===== src/design/bbam_pkg.sv =====
// shared types and codes for the block buffer admission manager
package bbam_pkg;
  localparam int SLOTS = 64;
  localparam int CmdW = 2;
  localparam int LenW = 24;
  localparam int TimeW = 64;
  localparam int IdxW = 6;
  localparam int StatW = 4;
  localparam int LvlW = 7;

  typedef enum logic [CmdW-1:0] {
    CMD_ADMIT = 2'd0, CMD_POP = 2'd1, CMD_RELEASE = 2'd2, CMD_STOP = 2'd3
  } cmd_t;

  typedef enum logic [StatW-1:0] {
    ST_ADMITTED = 4'd0, ST_STOPPED = 4'd1, ST_MALFORMED = 4'd2, ST_SHORT = 4'd3,
    ST_OVERSIZED = 4'd4, ST_POOL_EMPTY = 4'd5, ST_FIFO_FULL = 4'd6, ST_POPPED = 4'd7,
    ST_EMPTY = 4'd8, ST_RELEASED = 4'd9, ST_STOP_DONE = 4'd10
  } status_t;

  localparam logic CFG_BLOCK_BYTES = 1'b0;
  localparam logic CFG_DEPTH_LIMIT = 1'b1;

  // classified command, passed from front to back
  typedef struct packed {
    cmd_t              cmd;
    logic [LenW-1:0]   len;
    logic [TimeW-1:0]  tbits;
    logic [IdxW-1:0]   rel;
    logic              rel_ok;
    logic              form_ok;
    logic              len_short;
    logic              len_over;
  } job_t;

  typedef struct packed {
    status_t           status;
    logic [IdxW-1:0]   slot;
    logic [63:0]       seq;
    logic [63:0]       first;
    logic [TimeW-1:0]  tout;
    logic              gap;
    logic [LvlW-1:0]   fifo_level;
    logic [LvlW-1:0]   slots_busy;
    logic [LvlW-1:0]   fifo_peak;
    logic [LvlW-1:0]   slots_peak;
    logic [63:0]       lost_bytes;
    logic [63:0]       loss_count;
  } result_t;
endpackage


===== src/design/bbam_front.sv =====
// front: takes command beats, classifies admits against block_bytes
module bbam_front (
  input  logic                      clk,
  input  logic                      rst,
  input  logic                      in_valid,
  output logic                      in_ready,
  input  bbam_pkg::cmd_t            cmd,
  input  logic [bbam_pkg::LenW-1:0] len,
  input  logic [63:0]               tbits,
  input  logic [5:0]                rel,
  input  logic [23:0]               block_bytes,
  output logic                      job_valid,
  input  logic                      job_ready,
  output bbam_pkg::job_t            job
);
  import bbam_pkg::*;
  logic full;
  assign in_ready = !full || job_ready;
  assign job_valid = full;

  always_ff @(posedge clk) begin
    if (rst) begin
      full <= 1'b0;
    end else if (in_valid && in_ready) begin
      full <= 1'b1;
    end else if (job_ready) begin
      full <= 1'b0;
    end
  end

  always_ff @(posedge clk) begin
    if (in_valid && in_ready) begin
      job.cmd <= cmd;
      job.len <= len;
      job.tbits <= tbits;
      job.rel <= rel;
      job.rel_ok <= ({26'd0, rel} < 32'(SLOTS));
      job.form_ok <= (len != '0) && !len[0] && (tbits != '0) && !tbits[63];
      job.len_short <= len < block_bytes;
      job.len_over <= len > block_bytes;
    end
  end
endmodule


===== config.mk =====
export PLATFORM = sky130hd
export DESIGN_NAME = bbam_front
export DESIGN_NICKNAME = d
export VERILOG_FILES = /design/src/design/bbam_pkg.sv /design/src/design/bbam_front.sv
export SDC_FILE = /design/constraint.sdc
export NUM_CORES = 1
export LEC_CHECK = 0
export ABC_AREA = 1
export ABC_CLOCK_PERIOD_IN_PS = 7200
export BUFFER_PORTS_ARGS = -buffer_cell sky130_fd_sc_hd__buf_4
export CAP_MARGIN = 5
export CORE_ASPECT_RATIO = 0.8
export CORE_MARGIN = 1.5
export CORE_UTILIZATION = 44
export DETAILED_ROUTE_END_ITERATION = 16
export GPL_TIMING_DRIVEN = 0
export MAX_ROUTING_LAYER = met4
export PLACE_DENSITY = 0.86
export SLEW_MARGIN = 10
export SYNTH_ARGS = -nofsm -noshare
export SYNTH_HDL_FRONTEND = slang
export SYNTH_SLANG_ARGS = --single-unit

===== constraint.sdc =====
create_clock -name clk -period 7.2 [get_ports clk]
set_clock_uncertainty 0.05 [all_clocks]
set_input_delay 1.08 -clock clk [delete_from_list [all_inputs] [get_ports clk]]
set_output_delay 1.08 -clock clk [all_outputs]
set_load 0.01 [all_outputs]

==> metrics.yaml, run 1 <==
place:
  pre_cts_ws_ns: 4.56
  gp_congestion: 0.800
  hpwlAfterDp_mm: 8.69
  io_buffers: 224
worst_setup_path:
  startpoint_type: "input pin"
  end_kind: "output pin"
  timing.critical_path.required_ns: 6.07
  cp_max_fo: 2
  criticalPathCategory: "in -> out"
  cp.arrival_ns: 1.51
synth:
  synthesis.area_um2: 4010
  yosys_warnings: 0
  yosysSeqAreaShare_pct: 74.7
  synth.top_cell.area_share_pct: 74.2
  syn_area_per_cell_um2: 13.8
  ys_ff_latch: 100
  synthTopCellsByArea: "edfxtp_1, ha_1, nor2_1"
  synth_cell_types: 22
  syn_nets: 439
  yosysTopAreaCell: "edfxtp_1"
  synthCells: 291
floorplanning:
  initial_core_util_pct: 46.2
  die_h_um: 88.3
  std_cell_rows: 30
  core-area_um2: 8670
  io-pin-count: 226
  die-area_um2: 9690
  die_x_um: 110
pwr:
  ir_worst_vdd_uv: 152
  power.density_nw_per_um2: 219
  netSwitchingFraction_pct: 24.2
  power_mw: 1.36
  p_int_mw: 1.03
  seqPwrFrac_pct: 51.0
  comb_power_share_pct: 14.3
  p_leak_nw: 2.81
  p_clk_share_pct: 34.7
  switchingPower_mw: 0.328
clocking:
  htree_levels: 3
  holdBufCountCts: 0
  clk_path_buf_depth: 2
  cts_tree: "yes"
  post_cts_buffers: 0
  cts-root-buf: "clkbuf_16"
  numCtsBuffers: 9
  clk_pin_slew_ns: 0.07
  clock_sinks: 100
  cts_resized: 0
  worstSkewPairLatency_ns: 0.34
hold_path:
  hold_class: "reg -> reg"
finish:
  final_util_pct: 71.5
  area_growth_pct: 54.7
  regArea_um2: 2990
  multi_input_area_um2: 890
  drive_gt1_share_pct: 47.2
  final_nets: 677
  antenna_cells: 0
  nFillCells: 593
global_routing:
  grtUsageTotal_pct: 22.7
  grt_pass1_wl_mm: 15.6
  overflow: 0
  grt_pass1_vias: 3167
  antenna_found_initial: 0
  grt_max_degree: 30
sta:
  fin_crit_ns: 2.64
  rsz0062_at_grt: "false"
  setup_tns_ns: 0
  setup_ws_ns: 4.56
  hold_slack_ns: 0.502
  tightest_slew_ns: 0.717
  hold_violations: 0
  max_freq_mhz: 379
  drv_slew: 0
  setup_viol: 0
  maxSlewHeadroom_pct: 52.1
  fin_crit_sh_pct: 36.7
route:
  drc: 0
  wirelength_mm: 10.8
  drt_pass1_iterations: 4
  drt_iter0_drc: 130
  ant_nets: 0
  num_vias: 3107
  avgViaCountPerCell: 4.81
  wire_per_inst_um: 16.7
status:
  outcome: "completed"
run:
  max-cap-violations: 0
==> synth_stat cells <==
library cell	instances
nand4_2	1
nor3_1	3
a21o_1	2
edfxtp_1	99
ha_1	24
nand3_1	1
nor2_4	1
nor4_1	1
inv_1	34
nand2_1	42
and2_1	1
a21oi_1	11
dfxtp_1	1
conb_1	1
o21ai_0	2
nor2_2	3
a21oi_2	1
or2_0	1
nand2_2	1
nand4_1	6
nor2_1	54
buf_4	1
==> power by group through the flow <==
stage               sequential (mW)  clock (mW)  combinational [mW]
floorplan                     0.727           0              0.0457
global placement              0.711           0               0.181
detailed placement            0.705           0               0.195
CTS                           0.692       0.481               0.196
global route                  0.695       0.504               0.213
finish                        0.692       0.470               0.194
==> per-stage QoR <==
| step | cells | cell area (µm²) |
|---|---|---|
| 2_1_floorplan | 291 | 4010 |
| 3_3_place_gp | 627 | 5830 |
| 3_5_place_dp | 630 | 5910 |
| 4_1_cts | 646 | 6200 |
| 5_1_grt | 646 | 6200 |
| 6_report | 646 | 6200 |
==> kinds of logic (layout without fill, tap and decap cells) <==
logic type                 Yosys count  count (layout)  synth area share (%)
and+or+nand+nor                    115             115                  12.1
DFF                                100             100                  74.7
buffers and inverters               35             278                  3.37
adders and majority gates           24              24                  7.50
AOI/OAI and AO/OA                   16              16                  2.22
other                                1               1                0.0936
==> metal layers <==
| layer | global-route usage [%] | vias to the layer above | share of wire, % |
|---|---|---|---|
| met3 | 5.67 | 16 | 7.0 |
| met4 | 6.61 | 0 | 1.5 |
| met1 | 24.6 | 1466 | 37 |
| met2 | 41.3 | 140 | 54 |
| met5 | - | - | 0 |
| li1 | - | 1485 | - |
==> path summary, 6_finish.rpt <==
check	startpoint	end	slack, ns	depth (start not counted)
max	job_ready	in_ready	4.56	4
min	job_valid	job_valid	0.50	2
max reg2reg	job_valid	job[66]	5.59	2
min reg2reg	job_valid	job_valid	0.50	2
==> critical path, cell delays in order <==
cell and delay (ns):
buf_4 0.11, inv_1 0.09, nand2_1 0.08, buf_4 0.15
==> flip-flops by register name, indices dropped and copies added, names as in the netlist <==
name,count
job,99
job_valid,1
==> layout make-up <==
cell class / count / area share (%)
flip-flops and latches: 100 / 48.3
repair buffers: 227 / 28.2
multi-input cells: 156 / 14.3
clock buffers: 9 / 3.63
well taps: 112 / 2.26
inverters: 34 / 2.06
clock inverters: 7 / 1.09
plain buffers: 1 / 0.121
==> cells in the final DEF, fill, tap and decap left out, drive strengths merged <==
| master | n |
|---|---|
| buf | 228 |
| edfxtp | 99 |
| nor2 | 58 |
| nand2 | 43 |
| inv | 38 |
| ha | 24 |
| a21oi | 12 |
| clkbuf | 9 |
| nand4 | 7 |
| nor3 | 3 |
| clkinv | 3 |
| o21ai | 2 |
| a21o | 2 |
| or2 | 1 |
| nand3 | 1 |
| and2 | 1 |
| nor4 | 1 |
| conb | 1 |
| dfxtp | 1 |
Note: power is estimated with default switching activity, not from simulation.
==> run 2, diff against run 1 <==
- ABC_CLOCK_PERIOD_IN_PS: 7200 -> 2600
- clock period: 7.2 -> 2.6 ns (I/O delays scaled with it)
==> run 2 against run 1 <==
Die area stayed put. Sequential cell count is the same. Power rose to 2.7 times the previous value. Routed wire length shrank 1.5%. Sequential power rose to 2.8 times the previous value. Highest routed layer unchanged.
==> metrics.yaml, run 2 (synthesis results as in run 1) <==
worst_setup_path:
  crit_end: "job[48]"
  worstSetupPathDepth: 2
  cp.arrival_ns: 1.56
  startpoint: "job_valid"
  critical_path.max_stage_delay_ns: 0.58
  crit_buf_inv: 1
  cp_slowest_cell: "a21oi_4"
  startpoint_type: "register"
  ff2ff_setup_slack_ns: 1.02
  end_kind: "register"
  cp_max_fo: 29
  worst_r2r_endpoint: "job[48]"
  cp_cell_sequence: "a21oi_4 -> buf_12"
  reg2regPathDepth: 2
  crit_family: "compound AO/OA/AOI/OAI gates"
  timing.critical_path.required_ns: 2.58
  criticalPathCategory: "reg -> reg"
  r2r-start: "job_valid"
clocking:
  htree_levels: 3
  worstSkewPairLatency_ns: 0.34
  cts_resized: 0
  clock_sinks: 100
  holdBufCountCts: 0
  cts_tree: "yes"
  cts-root-buf: "clkbuf_16"
  clk_path_buf_depth: 2
  post_cts_buffers: 0
  clk_pin_slew_ns: 0.07
  numCtsBuffers: 9
route:
  wire_per_inst_um: 16.5
  drt_iter0_drc: 128
  ant_nets: 0
  drc: 0
  num_vias: 3086
  drt_pass1_iterations: 6
  avgViaCountPerCell: 4.78
  wirelength_mm: 10.6
pwr:
  ir_worst_vdd_uv: 290
  p_leak_nw: 2.81
  switchingPower_mw: 0.871
  power.density_nw_per_um2: 599
  netSwitchingFraction_pct: 23.5
  seqPwrFrac_pct: 51.7
  p_clk_share_pct: 34.0
  p_int_mw: 2.84
  comb_power_share_pct: 14.4
finish:
  final_cell_mix: "buf_4, edfxtp_1, nor2_1"
  multi_input_area_um2: 890
  drive_gt1_share_pct: 47.1
  final_common_cell: "buf_4"
  antenna_cells: 0
  regArea_um2: 2990
  fin_cells: 645
  nFillCells: 592
  area_growth_pct: 54.6
  largest-register: "job"
  final_nets: 677
  largest_reg_flops: 99
sta:
  max_freq_mhz: 635
  rsz0062_at_grt: "false"
  drv_slew: 0
  fin_crit_sh_pct: 60.6
  tightest_slew_ns: 0.689
  hold_slack_ns: 0.150
  fin_crit_ns: 1.58
  maxSlewHeadroom_pct: 53.9
  setup_viol: 0
  hold_violations: 0
floorplanning:
  initial_core_util_pct: 46.2
  core-area_um2: 8670
  io-pin-count: 226
  std_cell_rows: 30
  die_x_um: 110
  die-area_um2: 9690
  die_h_um: 88.3
place:
  io_buffers: 224
  gp_congestion: 0.768
  hpwlAfterDp_mm: 8.66
  place_inst: 630
global_routing:
  overflow: 0
  grt_max_degree: 30
  grt_pass1_vias: 3168
  grt_pass1_wl_mm: 15.6
  grtUsageTotal_pct: 22.9
  antenna_found_initial: 0
run:
  max-cap-violations: 0
status:
  outcome: "completed"
hold_path:
  hold_class: "in -> reg"
[run 2: through the flow]
step           total power [mW]  setup slack [ns]  area (µm²)  setup TNS, ns  util (%)
4_1_cts                    3.75             0.999        6190              0      71.4
3_3_place_gp               2.45            -0.580        5840         -56.86      67.3
3_5_place_dp               2.49             0.789        5910              0      68.1
6_report                   3.71              1.02        6190              0      71.4
5_1_grt                    3.86             0.926        6190              0      71.4
2_1_floorplan              2.13            0.0220        4020              0         -
[run 2: final cells by class]
class | count | area share (%)
buffer | 1 | 0.121
clock buffer | 9 | 3.64
clock inverter | 6 | 1.01
inverter | 34 | 2.06
multi-input combinational | 156 | 14.4
sequential | 100 | 48.3
tap | 112 | 2.26
timing repair buffer | 227 | 28.2
[run 2: worst min-delay path by stage]
stage	from	endpoint	slack [ns]	cells past startpoint
2_1_floorplan	rst	job_valid	0.41	1
3_3_place_gp	job_valid	job_valid	0.47	2
3_5_place_dp	job_valid	job_valid	0.50	2
4_1_cts	rst	job_valid	0.14	2
5_1_grt	rst	job_valid	0.14	2
6_report	rst	job_valid	0.15	2
[run 2: power groups by stage]
stage | Sequential [mW] | Combinational [mW] | Clock (mW)
floorplan | 2.00 | 0.128 | 0
global placement | 1.95 | 0.501 | 0
detailed placement | 1.95 | 0.536 | 0
CTS | 1.92 | 0.538 | 1.30
global route | 1.93 | 0.586 | 1.35
finish | 1.92 | 0.533 | 1.26
[run 2: worst register-to-register path, stage by stage, from the launching register on]
cell     delay [ns]
dfxtp_1        0.35
a21oi_4        0.58
buf_12         0.28
[run 2: per-layer routing]
metal	wire length, µm	track usage, %	up-vias
met1	3790	23.2	1422
met3	777	5.96	29
met5	0	-	-
met4	371	11.2	0
met2	5710	41.1	154
li1	-	-	1481
==> run 3, diff against run 2 <==
- ABC_CLOCK_PERIOD_IN_PS: 2600 -> 1300
- CORE_UTILIZATION: 44 -> 40
- PLACE_DENSITY: 0.86 -> 0.83
- clock period: 2.6 -> 1.3 ns (I/O delays scaled with it)
==> run 3 against run 2 <==
Die area grew 9.7%. Combinational power increased to 2.7 times the previous value. Via count is 19% higher. Sequential cell count is the same. Maximum frequency is 25% higher. Non-clock buffer count is 93 higher. Hold slack got worse by 0.14 ns. Critical endpoint is now job[86]. Largest power group unchanged.
==> metrics.yaml, run 3 (synthesis results as in run 1) <==
status:
  outcome: "completed"
floorplanning:
  core-area_um2: 9690
  std_cell_rows: 32
  die_x_um: 115
  io-pin-count: 226
  die_h_um: 92.5
  initial_core_util_pct: 41.3
  die-area_um2: 10600
worst_setup_path:
  cp_slowest_cell: "dfxtp_2"
  cp_cell_sequence: "a21oi_4 -> buf_12 -> bufbuf_16"
  criticalPathCategory: "reg -> reg"
  worst_r2r_endpoint: "job[86]"
  timing.critical_path.required_ns: 1.32
  startpoint_type: "register"
  cp_max_fo: 11
  end_kind: "register"
  cp.arrival_ns: 1.28
  crit_family: "buffers and inverters"
  crit_buf_inv: 2
  reg2regPathDepth: 3
  r2r-start: "job_valid"
  critical_path.max_stage_delay_ns: 0.34
  ff2ff_setup_slack_ns: 0.04
global_routing:
  grt_pass1_vias: 3910
  overflow: 0
  antenna_found_initial: 0
  grt_pass1_wl_mm: 21.1
  grtUsageTotal_pct: 28.1
  grt_max_degree: 41
finish:
  final_common_cell: "buf_4"
  final_nets: 770
  largest_reg_flops: 99
  regArea_um2: 2990
  antenna_cells: 0
  final_util_pct: 76.0
  drive_gt1_share_pct: 44.5
  fin_cells: 763
  nFillCells: 601
  largest-register: "job"
  multi_input_area_um2: 1020
  area_growth_pct: 83.9
  final_cell_mix: "buf_4, edfxtp_1, dlygate4sd3_1"
clocking:
  htree_levels: 3
  cts_tree: "yes"
  cts-root-buf: "clkbuf_16"
  clock_sinks: 100
  numCtsBuffers: 9
  clk_path_buf_depth: 2
  clk_pin_slew_ns: 0.07
  worstSkewPairLatency_ns: 0.35
hold_path:
  hold_depth: 1
  whs_endpoint: "job[75]"
  hold_class: "in -> reg"
  hp-start: "len[1]"
route:
  drt_iter0_drc: 273
  drc: 0
  avgViaCountPerCell: 4.80
  wire_per_inst_um: 18.5
  drt_pass1_iterations: 4
  ant_nets: 0
  wirelength_mm: 14.1
  num_vias: 3659
place:
  io_buffers: 224
  pre_cts_ws_ns: -0.294
  place_inst: 655
  hpwlAfterDp_mm: 8.56
  gp_congestion: 0.780
pwr:
  ir_worst_vdd_uv: 565
  p_leak_nw: 3.23
  power.density_nw_per_um2: 1080
sta:
  drv_slew: 0
  fin_crit_ns: 1.26
  setup_ws_ns: 0.0359
  rsz0062_at_grt: "false"
  setup_viol: 0
  max_freq_mhz: 791
  fin_crit_sh_pct: 97.2
  hold_violations: 0
run:
  max-cap-violations: 0
[run 3: stage by stage]
stage                     area [µm²]  power, mW  TNS, ns  hold slack (ns)
after floorplan                 4170       4.30  -118.62            0.207
after global placement          6020       4.97  -175.69            0.291
after detailed placement        6130       5.06   -10.86            0.295
after CTS                       7370       7.90        0          0.00215
after global routing            7370       8.24        0         0.000494
final                           7370       7.96        0          0.00543
[run 3: worst max path at each step]
stage / slack [ns] / startpoint / endpoint / cells after the start
2_1_floorplan: -1.20 / job_valid / job[0] / 1
3_3_place_gp: -1.78 / job_valid / job[32] / 1
3_5_place_dp: -0.29 / block_bytes[5] / job[0] / 8
4_1_cts: 0.02 / job_valid / job[86] / 3
5_1_grt: 0.004 / job_valid / job[88] / 3
6_report: 0.04 / job_valid / job[86] / 3
[run 3: timing repair]
| item | CTS | global route |
|---|---|---|
| hold buffers | 89 | 0 |
| gates resized for setup | 0 | 0 |
| setup endpoints to repair | 48 | 0 |
| setup buffers | 3 | 0 |
| hold endpoints to repair | 89 | 0 |
[run 3: final cells by class]
cell class	instances	area share [%]
Sequential cell	100	40.6
Timing Repair Buffer	320	37.0
Multi-Input combinational cell	156	13.9
Clock buffer	9	3.06
Tap cell	136	2.31
Inverter	34	2.04
Clock inverter	7	0.951
Buffer	1	0.102
[run 3: metal layers]
layer | wire length (µm) | global-route usage, %
met5 | 0 | -
met4 | 686 | 15.0
met3 | 1060 | 7.53
met2 | 7420 | 49.5
met1 | 4970 | 28.6
[run 3: where the power goes]
group,switching [mW],leakage (nW),internal [mW],total [mW]
sequential,0.0721,0.967,3.77,3.84
clock,1.34,0.147,1.35,2.69
combinational,0.603,2.12,0.822,1.42
